===== src/rtl/silhouette_extent_profiler_macros.svh =====
// Assertion macros shared by the silhouette extent profiler modules.
`ifndef SILHOUETTE_EXTENT_PROFILER_MACROS_SVH
`define SILHOUETTE_EXTENT_PROFILER_MACROS_SVH

// Same-cycle implication, checked out of reset.
`define SEP_ASSERT_NOW(label, ante, cons) \
    label: assert property (@(posedge clk) disable iff (!rst_n) (ante) |-> (cons)) \
        else $error("sep assertion failed");

// Next-cycle implication, checked out of reset.
`define SEP_ASSERT_NEXT(label, ante, cons) \
    label: assert property (@(posedge clk) disable iff (!rst_n) (ante) |=> (cons)) \
        else $error("sep assertion failed");

`endif


===== src/rtl/sep_pkg.sv =====
// Shared types and constants of the silhouette extent profiler.
`default_nettype none
package sep_pkg;

    localparam int CFG_W       = 21;
    localparam int CFG_INDEX_W = 2;
    localparam int SIDE_REG_W  = 11;
    localparam int COUNT_W     = 21;
    localparam int POS_W       = 10;
    localparam int EXTENT_W    = 11;
    localparam int QUEUE_DEPTH = 4;

    localparam logic [CFG_INDEX_W-1:0] CFG_IMAGE_WIDTH  = 2'd0;
    localparam logic [CFG_INDEX_W-1:0] CFG_IMAGE_HEIGHT = 2'd1;
    localparam logic [CFG_INDEX_W-1:0] CFG_START_COUNT  = 2'd2;
    localparam logic [CFG_INDEX_W-1:0] CFG_END_COUNT    = 2'd3;

    localparam logic [SIDE_REG_W-1:0] SIDE_RESET = 11'd1024;

    typedef struct packed {
        logic pixel;
        logic col_end;
        logic frame_end;
    } sep_flags_t;

    localparam int FLAGS_W = $bits(sep_flags_t);

    typedef struct packed {
        logic [COUNT_W-1:0] start_count;
        logic [COUNT_W-1:0] end_count;
    } sep_counts_t;

    typedef struct packed {
        logic                start_found;
        logic [POS_W-1:0]    start_column;
        logic                end_found;
        logic [POS_W-1:0]    end_column;
        logic [POS_W-1:0]    widest_column;
        logic [POS_W-1:0]    widest_top;
        logic [POS_W-1:0]    widest_bottom;
        logic [EXTENT_W-1:0] widest_size;
    } sep_result_t;

endpackage
`default_nettype wire


===== src/rtl/sep_front.sv =====
// Front end: accepts pixels and tags each with its row, column and end flags.
`default_nettype none
module sep_front #(
    parameter int IDX_W = 10
) (
    input  wire logic             clk,
    input  wire logic             rst_n,
    input  wire logic             in_valid,
    output logic                  in_ready,
    input  wire logic             pixel,
    input  wire logic [IDX_W-1:0] w_last,
    input  wire logic [IDX_W-1:0] h_last,
    input  wire logic             q_full,
    output logic                  q_push,
    output sep_pkg::sep_flags_t   q_flags,
    output logic [IDX_W-1:0]      q_row,
    output logic [IDX_W-1:0]      q_col
);
    import sep_pkg::*;

    `include "silhouette_extent_profiler_macros.svh"

    logic [IDX_W-1:0] row_reg, row_next;
    logic [IDX_W-1:0] col_reg, col_next;
    logic             col_end;
    logic             frame_end;

    assign in_ready  = !q_full;
    assign q_push    = in_valid && !q_full;
    assign col_end   = (row_reg >= h_last);
    assign frame_end = col_end && (col_reg >= w_last);

    assign q_flags.pixel     = pixel;
    assign q_flags.col_end   = col_end;
    assign q_flags.frame_end = frame_end;
    assign q_row             = row_reg;
    assign q_col             = col_reg;

    always_comb
    begin
        row_next = row_reg;
        col_next = col_reg;
        if (q_push)
        begin
            if (col_end)
            begin
                row_next = '0;
                col_next = frame_end ? '0 : col_reg + IDX_W'(1);
            end
            else
            begin
                row_next = row_reg + IDX_W'(1);
            end
        end
    end

    always_ff @(posedge clk or negedge rst_n)
    begin
        if (!rst_n)
        begin
            row_reg <= '0;
            col_reg <= '0;
        end
        else
        begin
            row_reg <= row_next;
            col_reg <= col_next;
        end
    end

    `SEP_ASSERT_NEXT(a_frame_wraps, q_push && frame_end, row_reg == '0 && col_reg == '0)

endmodule
`default_nettype wire


===== src/rtl/sep_queue.sv =====
// Short queue between the front end and the accumulator.
`default_nettype none
module sep_queue #(
    parameter int DATA_W = 23
) (
    input  wire logic              clk,
    input  wire logic              rst_n,
    input  wire logic              push,
    input  wire logic [DATA_W-1:0] push_data,
    output logic                   full,
    input  wire logic              pop,
    output logic [DATA_W-1:0]      pop_data,
    output logic                   empty
);
    import sep_pkg::*;

    `include "silhouette_extent_profiler_macros.svh"

    localparam int PTR_W = $clog2(QUEUE_DEPTH);
    localparam int CNT_W = PTR_W + 1;

    logic [DATA_W-1:0] mem_reg [QUEUE_DEPTH];
    logic [PTR_W-1:0]  wr_ptr_reg, rd_ptr_reg;
    logic [CNT_W-1:0]  count_reg;

    assign full     = (count_reg == CNT_W'(QUEUE_DEPTH));
    assign empty    = (count_reg == '0);
    assign pop_data = mem_reg[rd_ptr_reg];

    always_ff @(posedge clk)
    begin
        if (push)
        begin
            mem_reg[wr_ptr_reg] <= push_data;
        end
    end

    always_ff @(posedge clk or negedge rst_n)
    begin
        if (!rst_n)
        begin
            wr_ptr_reg <= '0;
            rd_ptr_reg <= '0;
            count_reg  <= '0;
        end
        else
        begin
            if (push)
            begin
                wr_ptr_reg <= wr_ptr_reg + PTR_W'(1);
            end
            if (pop)
            begin
                rd_ptr_reg <= rd_ptr_reg + PTR_W'(1);
            end
            if (push && !pop)
            begin
                count_reg <= count_reg + CNT_W'(1);
            end
            else if (pop && !push)
            begin
                count_reg <= count_reg - CNT_W'(1);
            end
        end
    end

    `SEP_ASSERT_NOW(a_no_overflow, push, !full)
    `SEP_ASSERT_NOW(a_no_underflow, pop, !empty)

endmodule
`default_nettype wire


===== src/rtl/sep_back.sv =====
// Back end: running sum, start/end columns, per-column extent and result register.
`default_nettype none
module sep_back #(
    parameter int MAX_SIDE = 1024,
    parameter int IDX_W    = 10
) (
    input  wire logic                clk,
    input  wire logic                rst_n,
    input  wire logic                q_empty,
    output logic                     q_pop,
    input  wire sep_pkg::sep_flags_t q_flags,
    input  wire logic [IDX_W-1:0]    q_row,
    input  wire logic [IDX_W-1:0]    q_col,
    input  wire logic [IDX_W-1:0]    h_last,
    input  wire sep_pkg::sep_counts_t counts,
    output logic                     out_valid,
    input  wire logic                out_ready,
    output sep_pkg::sep_result_t     result
);
    import sep_pkg::*;

    `include "silhouette_extent_profiler_macros.svh"

    localparam int SUM_W  = $clog2(MAX_SIDE * MAX_SIDE + 1);
    localparam int CMP_W  = (SUM_W > COUNT_W) ? SUM_W : COUNT_W;
    localparam int SIZE_W = IDX_W + 1;

    logic [SUM_W-1:0]  sum_reg, sum_next;
    logic              start_seen_reg, start_seen_next;
    logic [IDX_W-1:0]  start_col_reg, start_col_next;
    logic              end_seen_reg, end_seen_next;
    logic [IDX_W-1:0]  end_col_reg, end_col_next;
    logic              has_reg, has_next;
    logic [IDX_W-1:0]  top_reg, top_next;
    logic [IDX_W-1:0]  bot_reg, bot_next;
    logic [SIZE_W-1:0] best_size_reg, best_size_next;
    logic [IDX_W-1:0]  best_col_reg, best_col_next;
    logic [IDX_W-1:0]  best_top_reg, best_top_next;
    logic [IDX_W-1:0]  best_bot_reg, best_bot_next;
    logic              out_valid_reg, out_valid_next;
    sep_result_t       result_reg, result_next;

    logic [SUM_W-1:0]  sum_acc;
    logic              start_hit, end_hit;
    logic              cur_has;
    logic [IDX_W-1:0]  cur_top, cur_bot, ext_top, ext_bot;
    logic [SIZE_W-1:0] ext_size;
    logic              wider;

    assign q_pop = !q_empty && (!q_flags.frame_end || !out_valid_reg || out_ready);
    assign out_valid = out_valid_reg;
    assign result    = result_reg;

    always_comb
    begin
        sum_acc   = sum_reg + SUM_W'(q_flags.pixel);
        start_hit = !start_seen_reg && (CMP_W'(sum_acc) > CMP_W'(counts.start_count));
        end_hit   = (start_seen_reg || start_hit) && !end_seen_reg
                    && (CMP_W'(sum_acc) > CMP_W'(counts.end_count));
        cur_has   = has_reg || q_flags.pixel;
        cur_top   = (q_flags.pixel && !has_reg) ? q_row : top_reg;
        cur_bot   = q_flags.pixel ? q_row : bot_reg;
        ext_top   = cur_has ? cur_top : h_last;
        ext_bot   = cur_has ? cur_bot : h_last;
        ext_size  = {1'b0, ext_bot} - {1'b0, ext_top} + SIZE_W'(1);
        wider     = q_flags.col_end && (ext_size > best_size_reg);

        sum_next        = sum_reg;
        start_seen_next = start_seen_reg;
        start_col_next  = start_col_reg;
        end_seen_next   = end_seen_reg;
        end_col_next    = end_col_reg;
        has_next        = has_reg;
        top_next        = top_reg;
        bot_next        = bot_reg;
        best_size_next  = best_size_reg;
        best_col_next   = best_col_reg;
        best_top_next   = best_top_reg;
        best_bot_next   = best_bot_reg;
        result_next     = result_reg;
        out_valid_next  = out_valid_reg && !out_ready;

        if (q_pop)
        begin
            sum_next = sum_acc;
            if (start_hit)
            begin
                start_seen_next = 1'b1;
                start_col_next  = q_col;
            end
            if (end_hit)
            begin
                end_seen_next = 1'b1;
                end_col_next  = q_col;
            end
            has_next = cur_has;
            top_next = cur_top;
            bot_next = cur_bot;
            if (wider)
            begin
                best_size_next = ext_size;
                best_col_next  = q_col;
                best_top_next  = ext_top;
                best_bot_next  = ext_bot;
            end
            if (q_flags.col_end)
            begin
                has_next = 1'b0;
                top_next = '0;
                bot_next = '0;
            end
            if (q_flags.frame_end)
            begin
                result_next.start_found   = start_seen_next;
                result_next.start_column  = POS_W'(start_col_next);
                result_next.end_found     = end_seen_next;
                result_next.end_column    = POS_W'(end_col_next);
                result_next.widest_column = POS_W'(best_col_next);
                result_next.widest_top    = POS_W'(best_top_next);
                result_next.widest_bottom = POS_W'(best_bot_next);
                result_next.widest_size   = EXTENT_W'(best_size_next);
                out_valid_next  = 1'b1;
                sum_next        = '0;
                start_seen_next = 1'b0;
                start_col_next  = '0;
                end_seen_next   = 1'b0;
                end_col_next    = '0;
                best_size_next  = '0;
                best_col_next   = '0;
                best_top_next   = '0;
                best_bot_next   = '0;
            end
        end
    end

    always_ff @(posedge clk)
    begin
        result_reg <= result_next;
    end

    always_ff @(posedge clk or negedge rst_n)
    begin
        if (!rst_n)
        begin
            sum_reg        <= '0;
            start_seen_reg <= 1'b0;
            start_col_reg  <= '0;
            end_seen_reg   <= 1'b0;
            end_col_reg    <= '0;
            has_reg        <= 1'b0;
            top_reg        <= '0;
            bot_reg        <= '0;
            best_size_reg  <= '0;
            best_col_reg   <= '0;
            best_top_reg   <= '0;
            best_bot_reg   <= '0;
            out_valid_reg  <= 1'b0;
        end
        else
        begin
            sum_reg        <= sum_next;
            start_seen_reg <= start_seen_next;
            start_col_reg  <= start_col_next;
            end_seen_reg   <= end_seen_next;
            end_col_reg    <= end_col_next;
            has_reg        <= has_next;
            top_reg        <= top_next;
            bot_reg        <= bot_next;
            best_size_reg  <= best_size_next;
            best_col_reg   <= best_col_next;
            best_top_reg   <= best_top_next;
            best_bot_reg   <= best_bot_next;
            out_valid_reg  <= out_valid_next;
        end
    end

    `SEP_ASSERT_NOW(a_no_result_overwrite, out_valid_reg && !out_ready && q_pop, !q_flags.frame_end)
    `SEP_ASSERT_NEXT(a_frame_gives_result, q_pop && q_flags.frame_end, out_valid_reg && sum_reg == '0)
    `SEP_ASSERT_NOW(a_end_after_start, end_seen_reg, start_seen_reg)

endmodule
`default_nettype wire


===== src/rtl/silhouette_extent_profiler.sv =====
// Top level of the silhouette extent profiler: configuration registers and wiring.
`default_nettype none
// Pixels of one frame arrive column by column, top row first, one request per
// cycle with no gaps needed while the queue is not full; the accumulator sets the
// sustained rate of one pixel per clock unless a frame-end pixel waits on a held
// result. A four-entry queue decouples pixel intake from the accumulator, and the
// frame result sits in its own output register, so intake keeps running while a
// result waits. The result request is raised from the output register after the
// last pixel of a frame has passed through the queue. Width and height are taken
// as 1 when written 0 and as MAX_SIDE when above it. A register write takes effect
// on the next pixel, and a row or column already past a smaller size ends the
// column or frame there; write registers only while no request is queued.
module silhouette_extent_profiler #(
    parameter int MAX_SIDE = 1024
) (
    input  wire logic                            clk,
    input  wire logic                            rst_n,
    input  wire logic                            cfg_we,
    input  wire logic [sep_pkg::CFG_INDEX_W-1:0] cfg_index,
    input  wire logic [sep_pkg::CFG_W-1:0]       cfg_data,
    input  wire logic                            in_valid,
    output logic                                 in_ready,
    input  wire logic                            pixel,
    output logic                                 out_valid,
    input  wire logic                            out_ready,
    output logic                                 start_found,
    output logic [sep_pkg::POS_W-1:0]            start_column,
    output logic                                 end_found,
    output logic [sep_pkg::POS_W-1:0]            end_column,
    output logic [sep_pkg::POS_W-1:0]            widest_column,
    output logic [sep_pkg::POS_W-1:0]            widest_top,
    output logic [sep_pkg::POS_W-1:0]            widest_bottom,
    output logic [sep_pkg::EXTENT_W-1:0]         widest_size
);
    import sep_pkg::*;

    localparam int IDX_W   = $clog2(MAX_SIDE);
    localparam int ENTRY_W = FLAGS_W + 2 * IDX_W;

    function automatic logic [IDX_W-1:0] side_last(input logic [SIDE_REG_W-1:0] v);
        logic [IDX_W-1:0] r;
        if (v == '0)
        begin
            r = '0;
        end
        else if (int'(v) > MAX_SIDE)
        begin
            r = IDX_W'(MAX_SIDE - 1);
        end
        else
        begin
            r = IDX_W'(v - SIDE_REG_W'(1));
        end
        return r;
    endfunction

    logic [IDX_W-1:0] w_last_reg, h_last_reg;
    sep_counts_t      counts_reg;

    logic              q_full, q_empty, q_push, q_pop;
    sep_flags_t        f_flags, b_flags;
    logic [IDX_W-1:0]  f_row, f_col, b_row, b_col;
    logic [ENTRY_W-1:0] b_entry;
    sep_result_t       result;

    always_ff @(posedge clk or negedge rst_n)
    begin
        if (!rst_n)
        begin
            w_last_reg             <= side_last(SIDE_RESET);
            h_last_reg             <= side_last(SIDE_RESET);
            counts_reg.start_count <= '0;
            counts_reg.end_count   <= '0;
        end
        else if (cfg_we)
        begin
            unique case (cfg_index)
                CFG_IMAGE_WIDTH:  w_last_reg <= side_last(cfg_data[SIDE_REG_W-1:0]);
                CFG_IMAGE_HEIGHT: h_last_reg <= side_last(cfg_data[SIDE_REG_W-1:0]);
                CFG_START_COUNT:  counts_reg.start_count <= cfg_data[COUNT_W-1:0];
                CFG_END_COUNT:    counts_reg.end_count <= cfg_data[COUNT_W-1:0];
                default:          ;
            endcase
        end
    end

    sep_front #(
        .IDX_W (IDX_W)
    ) u_front (
        .clk      (clk),
        .rst_n    (rst_n),
        .in_valid (in_valid),
        .in_ready (in_ready),
        .pixel    (pixel),
        .w_last   (w_last_reg),
        .h_last   (h_last_reg),
        .q_full   (q_full),
        .q_push   (q_push),
        .q_flags  (f_flags),
        .q_row    (f_row),
        .q_col    (f_col)
    );

    sep_queue #(
        .DATA_W (ENTRY_W)
    ) u_queue (
        .clk       (clk),
        .rst_n     (rst_n),
        .push      (q_push),
        .push_data ({f_flags, f_row, f_col}),
        .full      (q_full),
        .pop       (q_pop),
        .pop_data  (b_entry),
        .empty     (q_empty)
    );

    assign b_flags = b_entry[ENTRY_W-1 -: FLAGS_W];
    assign b_row   = b_entry[2*IDX_W-1 -: IDX_W];
    assign b_col   = b_entry[IDX_W-1:0];

    sep_back #(
        .MAX_SIDE (MAX_SIDE),
        .IDX_W    (IDX_W)
    ) u_back (
        .clk       (clk),
        .rst_n     (rst_n),
        .q_empty   (q_empty),
        .q_pop     (q_pop),
        .q_flags   (b_flags),
        .q_row     (b_row),
        .q_col     (b_col),
        .h_last    (h_last_reg),
        .counts    (counts_reg),
        .out_valid (out_valid),
        .out_ready (out_ready),
        .result    (result)
    );

    assign start_found   = result.start_found;
    assign start_column  = result.start_column;
    assign end_found     = result.end_found;
    assign end_column    = result.end_column;
    assign widest_column = result.widest_column;
    assign widest_top    = result.widest_top;
    assign widest_bottom = result.widest_bottom;
    assign widest_size   = result.widest_size;

endmodule
`default_nettype wire


===== config.mk =====
export PLATFORM = sky130hd
export DESIGN_NAME = silhouette_extent_profiler
export DESIGN_NICKNAME = d
export VERILOG_FILES = /design/src/rtl/sep_pkg.sv /design/src/rtl/sep_front.sv /design/src/rtl/sep_queue.sv /design/src/rtl/sep_back.sv /design/src/rtl/silhouette_extent_profiler.sv
export VERILOG_INCLUDE_DIRS = /design/src /design/src/rtl
export SDC_FILE = /design/constraint.sdc
export NUM_CORES = 1
export LEC_CHECK = 0
export ABC_AREA = 1
export BUFFER_PORTS_ARGS = -buffer_cell sky130_fd_sc_hd__buf_2
export CAP_MARGIN = 20
export CORE_UTILIZATION = 58
export DETAILED_ROUTE_END_ITERATION = 10
export GPL_TIMING_DRIVEN = 0
export HOLD_SLACK_MARGIN = 0.02
export PLACE_DENSITY_LB_ADDON = 0.25
export SLEW_MARGIN = 20
export SYNTH_ARGS = -nofsm -noshare
export SYNTH_HDL_FRONTEND = slang
export SYNTH_SLANG_ARGS = --single-unit

===== constraint.sdc =====
create_clock -name clk -period 13.54 [get_ports clk]
set_input_delay 0.677 -clock clk [delete_from_list [all_inputs] [get_ports clk]]
set_output_delay 0.677 -clock clk [all_outputs]
set_load 0.01 [all_outputs]

## Yosys cells after proc, flatten, opt, wreduce, memory -nomap -nowiden

Memory sizes are Yosys's and may differ from the RTL's.
Cells that the tools add are included.

| operators by class | value |
|---|---|
| magnitude comparators | 6 |
| equal/unequal tests | 4 |
| $add $sub $neg | 10 |
| mux-type cells | 34 |
| reduce and logical (&&, ||, !) cells | 35 |

Operator list:

| cell | count |
|---|---|
| 10-bit two-way mux | 20 |
| 21-bit greater-than comparator | 2 |
| 11-bit two-way mux | 2 |
| 21-bit by 1-bit adder with 21-bit output | 1 |
| 21-bit two-way mux | 1 |
| 10-bit by 1-bit adder with 10-bit output, second input constant | 2 |
| 10-bit greater-or-equal comparator | 2 |
| 2-bit AND reduction | 6 |
| 11-bit by 1-bit adder with 11-bit output, second input constant | 1 |
| 11-bit greater-than comparator | 1 |
| 11-bit greater-than comparator, second input constant | 1 |
| 1-bit logical AND | 11 |
| 11-bit logical NOT | 1 |
| 10-bit by 10-bit subtractor with 11-bit output | 1 |
| 1-bit logical NOT | 10 |
| 10-bit by 1-bit subtractor with 10-bit output, second input constant | 1 |
| 1-bit two-way mux | 9 |
| 3-bit two-way mux | 2 |
| 2-bit by 1-bit adder with 2-bit output, second input constant | 2 |
| 2-bit equality test, second input constant | 2 |
| 1-bit logical OR | 4 |
| 3-bit by 1-bit adder with 3-bit output, second input constant | 1 |
| 3-bit equality test, second input constant | 1 |
| 3-bit logical NOT | 1 |
| other kinds (4) | 4 |

| storage, ports and cells | value |
|---|---|
| memories kept | 1 |
| register bits | 258 |
| input port bits | 29 |
| RAM bits | 92 |
| logic and storage cells | 120 |

Memory list:

| memory | depth | width | read ports | clocked after memory_dff | wr ports | RTL line | text |
|---|---|---|---|---|---|---|---|
| u_queue.mem_reg | 4 | 23 | 1 | 0 | 1 | sep_queue.sv:22 | `logic [DATA_W-1:0] mem_reg [QUEUE_DEPTH];` |

## Logic depth before layout (Yosys ltp)

Gate-level depths: netlist of run 1.

| depth | value |
|---|---|
| word-level depth | 10 |
| mapped depth | 36 |
| depth with buffers taken out | 33 |

## Modules after synthesis

From an unflattened synthesis of run 1, not the netlist that was laid out.

| unflattened totals | value |
|---|---|
| cell total of the unflattened synthesis | 2078 |
| area total of the unflattened synthesis | 18739.2 um^2 |

By module, submodules not included:

| module | area an instance (um^2) | times used | cells each | sequential area each (um^2) |
|---|---|---|---|---|
| sep_back | 9937.0 | 1 | 1194 | 4544.4 |
| sep_queue | 4350.4 | 1 | 315 | 2937.8 |
| silhouette_extent_profiler | 2625.0 | 1 | 299 | 1576.5 |
| sep_front | 1826.8 | 1 | 270 | 500.5 |

## Worst setup path after synthesis of run 1

Ideal clock, no wire load.

| timing | value |
|---|---|
| path kind | flip-flop to flip-flop |
| start point | register u_queue.rd_ptr_reg[0] |
| end point | register u_back.result_reg, in the netlist u_back.result[30], data pin |
| setup time | 255 ps |
| path buffers | 3 |
| cell stages (with the launch flop) | 34 |
| required time | 13285 ps |
| slack | 8896 ps |
| arrival | 4390 ps |
| cell sequence | dfrtp_1 -> buf_6 -> inv_4 -> nand2_1 -> nand3_1 -> nand2_4 -> nor2_4 -> inv_2 -> buf_2 -> o21ai_0 -> nand2_1 -> nand2_1 -> ha_1 -> inv_1 -> ha_1 -> inv_1 -> fa_1 -> inv_1 -> nand4_1 -> nand3_1 -> a21oi_1 -> nand2_1 -> nand2_1 -> ha_1 -> nand2_1 -> nor2_1 -> nand2_1 -> nor3b_1 -> nor2_4 -> nand2_4 -> inv_2 -> buf_6 -> or2_1 -> and2_1 |

| between the ends | value |
|---|---|
| cells in the longest elaborated chain, start to end | 9 |

RTL lines:

| element | RTL line | text |
|---|---|---|
| start: declaration | sep_queue.sv:23 | `logic [PTR_W-1:0] wr_ptr_reg, rd_ptr_reg;` |
| start signal: assignment | sep_queue.sv:54 | `rd_ptr_reg <= rd_ptr_reg + PTR_W'(1);` |
| memory read 4 x 23 bit (*) | - |  |
| 1-bit logical AND | sep_back.sv:61 | `cur_top = (q_flags.pixel && !has_reg) ? q_row : top_reg;` |
| 10-bit two-way mux | sep_back.sv:61 |  |
| 10-bit two-way mux | sep_back.sv:63 | `ext_top = cur_has ? cur_top : h_last;` |
| 10-bit by 10-bit subtractor with 11-bit output | sep_back.sv:65 | `ext_size = {1'b0, ext_bot} - {1'b0, ext_top} + SIZE_W'(1);` |
| 11-bit by 1-bit adder with 11-bit output | sep_back.sv:65 |  |
| 11-bit greater-than comparator | sep_back.sv:66 | `wider = q_flags.col_end && (ext_size > best_size_reg);` |
| 1-bit logical AND | sep_back.sv:66 |  |
| 10-bit two-way mux (*) | sep_back.sv:99 | `if (wider)` |
| end signal: assignment | sep_back.sv:138 | `result_reg <= result_next;` |
| end: declaration | sep_back.sv:41 | `sep_result_t result_reg, result_next;` |

Every way passes the cells marked *; elsewhere a longest branch is shown, timed or not.
A chain may end at the register's enable or synchronous reset.

## Final worst setup path of run 1

| timing | value |
|---|---|
| start point | register u_queue.rd_ptr_reg[0] |
| end point | register u_back.result_reg, in the netlist u_back.result[42], data pin |

| between the ends | value |
|---|---|
| cells in the longest elaborated chain, start to end | 8 |

RTL lines:

| element | RTL line | text |
|---|---|---|
| memory read 4 x 23 bit (*) | - |  |
| 21-bit by 1-bit adder with 21-bit output | sep_back.sv:56 | `sum_acc = sum_reg + SUM_W'(q_flags.pixel);` |
| 21-bit greater-than comparator | sep_back.sv:57 | `start_hit = !start_seen_reg && (CMP_W'(sum_acc) > CMP_W'(counts.start_count));` |
| 1-bit logical AND | sep_back.sv:57 |  |
| 1-bit logical OR | sep_back.sv:58 | `end_hit = (start_seen_reg \|\| start_hit) && !end_seen_reg` |
| 1-bit logical AND | sep_back.sv:58 |  |
| 1-bit logical AND | sep_back.sv:59 | `&& (CMP_W'(sum_acc) > CMP_W'(counts.end_count));` |
| 10-bit two-way mux (*) | sep_back.sv:91 | `if (end_hit)` |

Marked as above.

==> results of run 1 <==
==> metrics by stage <==
stage / instance area [µm²] / utilization [%]
after floorplan: 17800 / -
after global placement: 18800 / 62.7
after detailed placement: 18900 / 63.1
after CTS: 20100 / 67.0
after global routing: 20100 / 67.0
final: 20100 / 67.0
==> per-layer routing <==
metal | GRT usage (%) | routed length, µm
met4 | 9.19 | 1240
met5 | 0 | 0
met1 | 38.7 | 18400
met3 | 3.97 | 2890
met2 | 46.5 | 20200
==> logic make-up after synthesis <==
| logic type | count (synthesis) | synth area share [%] |
|---|---|---|
| buf+inv | 328 | 7.44 |
| fa+ha+maj | 104 | 7.39 |
| simple gates | 871 | 20.6 |
| xor+xnor | 31 | 1.52 |
| mux | 1 | 0.0632 |
| flops | 350 | 53.6 |
| compound gates | 291 | 9.32 |
==> cell type report <==
cell class              instances  area, µm²
fillers                      2410       9880
flip-flops and latches        350       9560
multi-input cells            1298       6970
clock buffers                  49       1000
inverters                     263        992
repair buffers                 96        551
well taps                     390        488
plain buffers                  65        335
clock inverters                18        181
==> cells in the mapped netlist, drive strengths merged, types with 10 or more instances <==
cell	number
a21oi	57
edfxtp	155
xor2	24
inv	260
nand2	570
o22ai	18
buf	39
nand3	128
o21a	15
a32o	10
nor3	12
dfstp	20
clkbuf	26
nor2	86
nand4	16
dfrtp	175
or2	22
and2	31
ha	102
o21ai	168
==> path summary, 6_finish.rpt <==
| path | depth (start not counted) | start | slack (ns) | end |
|---|---|---|---|---|
| max | 30 | u_queue.rd_ptr_reg[0] | 7.76 | u_back.result[42] |
| min | 1 | rst_n | 0.03 | u_back.best_size_reg[4] |
| max reg2reg | 30 | u_queue.rd_ptr_reg[0] | 7.76 | u_back.result[42] |
| min reg2reg | 2 | u_back.best_top_reg[5] | 0.48 | u_back.best_top_reg[5] |
| max in group asynchronous | 3 | rst_n | 12.36 | h_last_reg[5] |
| min in group clk | 1 | pixel | 0.39 | u_queue.mem_reg[3][22] |
==> critical path, delay by kind of cell, from the launching register on <==
| family | cells | cell delay, ns |
|---|---|---|
| adder cells (fa/ha/maj) | 3 | 0.75 |
| flip-flops | 1 | 0.39 |
| AND/OR/NAND/NOR | 20 | 2.86 |
| buffers and inverters | 6 | 1.25 |
| AO/OA/AOI/OAI | 1 | 0.25 |
==> qor.txt, run 1 <==
status - complete, no violations
post-synth top area cell - edfxtp_1
syn_area_per_cell - 9.02 µm²
CP Class - reg2reg
Max Clk Rate - 0.173 GHz
worst-path maximum fanout - 10
Yosys cell types - 49
Core Footprint - 30000 µm²
min-delay worst type - in2async
Worst Clk Skew - 0.0211 ns
Die X - 177 µm
initial core utilization - 59.5%
worst skew pair latency - 0.52 ns
diode count - 0
GRT overflow - 0
most common cell after layout, fill and taps aside - nand2_1
Critical Path Max Stage Delay - 0.58 ns
hold_buf cts - 0
Cell Rows - 63
DRC viols - 0
initial antenna violation count - 0
HPWL after DPL - 30800 µm
fin worst setup slack - 7.76 ns
register area share after synthesis - 53.6%
crit-path most repeated cell - nand2_1
drt initial violations - 1279
Vert. Die Dim - 177 µm
startpoint types - register
CTS Buffer Depth - 3
CTS HTree Levels - 2
Final Max Slew Viols - 0
Final Setup Violations - 0
Post-Layout Cell Count - 2529
top_reg_cell synth - dfrtp_1
Largest register FFs - 92
setup repair bufs after CTS - 0
drt first pass iters - 7
DR vias - 14055
CTS clk-pin slew, worst paths - 0.06 ns
# IOs - 94
Synth top area share - 26.1%
critical path data arrival time - 6.05 ns
crit path time final - 5.78 ns
syn_nets - 2109
CP endpoint kind - register
yosys warns - 0
Nets - 2244
final-report hold violation count - 0
Mapped Area - 17800 µm²
Placed Cells incl. Taps - 2462
Final period util - 42.7%
vias in the first global route - 13788
CTS-repair resized insts - 0
worst-case hold slack - 0.0349 ns
Yosys reg bits - 350
Post-Place Worst Slack - 8.03 ns
share of cells above drive strength 1 - 10.9%
slowest stage cell, crit path - clkbuf_1
fraction of registers with async set/reset - 55.7%
dominant cells by area after synthesis - edfxtp_1 (26%), dfrtp_1 (25%), nand2_1 (12%)
die area - 31400 µm²
Clock Sink Count - 350
slew margin rel. - 41.8%
total CTS buffers - 37
Synth Instances - 1976
Crit path required time - 13.82 ns
WL/cell - 16.9 µm
Least-Margin Pin Slew - 0.873 ns
CTS tree - built
routed wire length - 42700 µm
Port Buffers - 93
first-pass GRT wire length - 69600 µm
RSZ-0062 raised after global routing - false
number of vias per cell - 5.56
routability cong. - 0.941
Layout area overhead - 12.6%
commonest non-fill, non-tap cells in the layout - nand2_1 (566), inv_1 (253), dfrtp_1 (175)
clk root buf - clkbuf_16
Routed Antenna Nets - 0
largest net degree at the start of global routing - 95
Total Neg Setup Slack - 0 ns
max_cap viols - 0
number of synthesized flops with an enable pin - 155
GRT Total Usage - 28.3%
Power of run 1 is left out: the tool's default activity adds up to more than one toggle a clock period on the data nets, which glitch-free logic cannot reach.
==> inputs of run 2 (changes only) <==
==> constraint.sdc (replaced) <==
create_clock -name clk -period 5.55 [get_ports clk]
set_input_delay 0.2775 -clock clk [delete_from_list [all_inputs] [get_ports clk]]
set_output_delay 0.2775 -clock clk [all_outputs]
set_load 0.01 [all_outputs]
==> run 2 against run 1 <==
- utilization grew 0.33 points
- first-iteration DRC count shrank 3.2%
- routed wire length grew 0.35%
- sequential share of layout area shrank 0.24 points
- final area grew 0.50%
- maximum frequency grew 9.9%
- flip-flop and latch count is the same
- largest cell class unchanged
==> qor.txt, run 2 (synthesis results as in run 1) <==
Routed Antenna Nets - 0
Final Setup Violations - 0
Least-Margin Pin Slew - 0.867 ns
CTS clk-pin slew, worst paths - 0.06 ns
fin area - 20200 µm²
startpoint types - register
CTS tree - built
Final Max Slew Viols - 0
CP bufs+invs - 6
routed wire length - 42800 µm
Clock Sink Count - 350
final-report hold violation count - 0
dpl cell area - 18900 µm²
max_cap viols - 0
CTS Buffer Depth - 3
share of cells above drive strength 1 - 11.7%
Post-Place Worst Slack - 0.0446 ns
CP Class - reg2reg
initial antenna violation count - 0
Port Buffers - 93
clk root buf - clkbuf_16
Placed Cells incl. Taps - 2462
most common cell after layout, fill and taps aside - nand2_1
Worst R2R Setup Slack - 0.30 ns
routability cong. - 0.941
GRT overflow - 0
total CTS buffers - 37
Layout area overhead - 13.2%
DRC viols - 0
fin worst setup slack - 0.295 ns
HPWL after DPL - 30800 µm
Die X - 177 µm
slowest stage cell, crit path - dfrtp_1
Post-Layout Cell Count - 2531
RR Endpoint - u_back.result[44]
Worst Clk Skew - 0.0229 ns
first-pass GRT wire length - 69700 µm
worst skew pair latency - 0.53 ns
number of vias per cell - 5.56
commonest non-fill, non-tap cells in the layout - nand2_1 (565), inv_1 (252), dfrtp_1 (175)
CP endpoint kind - register
reg-to-reg startpoint - u_queue.rd_ptr_reg[0]
FILL cells - 2401
DR vias - 14066
GRT Total Usage - 28.3%
stages on the worst setup path - 30
Largest register FFs - 92
Max Clk Rate - 0.190 GHz
Crit path required time - 5.83 ns
min-delay worst type - in2reg
Core Footprint - 30000 µm²
Nets - 2246
Total Neg Setup Slack - 0 ns
CTS HTree Levels - 2
worst-path maximum fanout - 10
vias in the first global route - 13787
Critical Path End - u_back.result[44]
CP delay by family, top - simple AND/OR/NAND/NOR gates
drt first pass iters - 5
Vert. Die Dim - 177 µm
Critical Path Start - u_queue.rd_ptr_reg[0]
initial core utilization - 59.5%
Cell Rows - 63
# IOs - 94
diode count - 0
FF-to-FF path depth - 30
WL/cell - 16.9 µm
status - complete, no violations
largest net degree at the start of global routing - 95
Critical Path Max Stage Delay - 0.38 ns
Final period util - 94.7%
critical path data arrival time - 5.53 ns
crit-path most repeated cell - nand2_1
die area - 31400 µm²
crit path time final - 5.25 ns
slew margin rel. - 42.2%
drt initial violations - 1238
## run 2: cell count changes in the layout (fill, tap and decap cells not counted), moves of 2 or more
cell | before | now
buf_2 | 114 | 110
clkbuf_1 | 35 | 32
clkbuf_2 | 0 | 2
clkbuf_4 | 0 | 3
dlygate4sd3_1 | 0 | 3
ha_1 | 102 | 99
ha_2 | 0 | 3
nor2_1 | 80 | 77
nor2_2 | 0 | 2
o21ai_0 | 137 | 135
o21ai_2 | 9 | 12
## run 2: how the worst min path moves through the flow
stage | from | endpoint | cells past startpoint
floorplan | rst_n | counts_reg[0] | 0
global placement | u_back.best_top_reg[9] | u_back.best_top_reg[9] | 2
detailed placement | rst_n | u_back.best_size_reg[9] | 1
CTS | cfg_data[14] | counts_reg[35] | 3
global route | cfg_data[14] | counts_reg[35] | 3
finish | out_ready | u_back.out_valid | 4
## run 2: metal layers
layer / vias up / GRT usage, % / part of all wire (%)
li1: 6758 / - / -
met1: 6745 / 38.7 / 43
met2: 469 / 46.5 / 47
met3: 94 / 3.97 / 6.7
met4: 0 / 9.40 / 3.1
met5: - / 0 / 0
## run 2: cell type report
class,count,area [µm²],share of cell area (%)
inverter,263,995,4.93
timing repair buffer,100,588,2.92
sequential,350,9560,47.4
clock inverter,18,181,0.899
clock buffer,49,1000,4.96
tap,390,488,2.42
multi-input combinational,1298,7020,34.8
buffer,63,337,1.67
## run 2: metrics by stage
step	hold WS, ns	util, %
6_report	0.0321	67.3
4_1_cts	0.0264	67.1
2_1_floorplan	-0.0181	-
3_5_place_dp	0.185	63.1
3_3_place_gp	0.454	62.7
5_1_grt	0.0360	67.3
## run 2: repair_timing
action,in CTS,in global routing
endpoints found under the setup margin,8,117
endpoints found under the hold margin,50,0
hold buffers,3,0
gates resized for setup,0,28
pin swaps,0,3
setup buffers,0,1
## run 2: tightest hold or removal path, cell delays in order
cell	delay, ns
buf_2	0.08
inv_1	0.06
nand2_1	0.06
nand2_1	0.04
Power of run 2 is left out for the same reason.
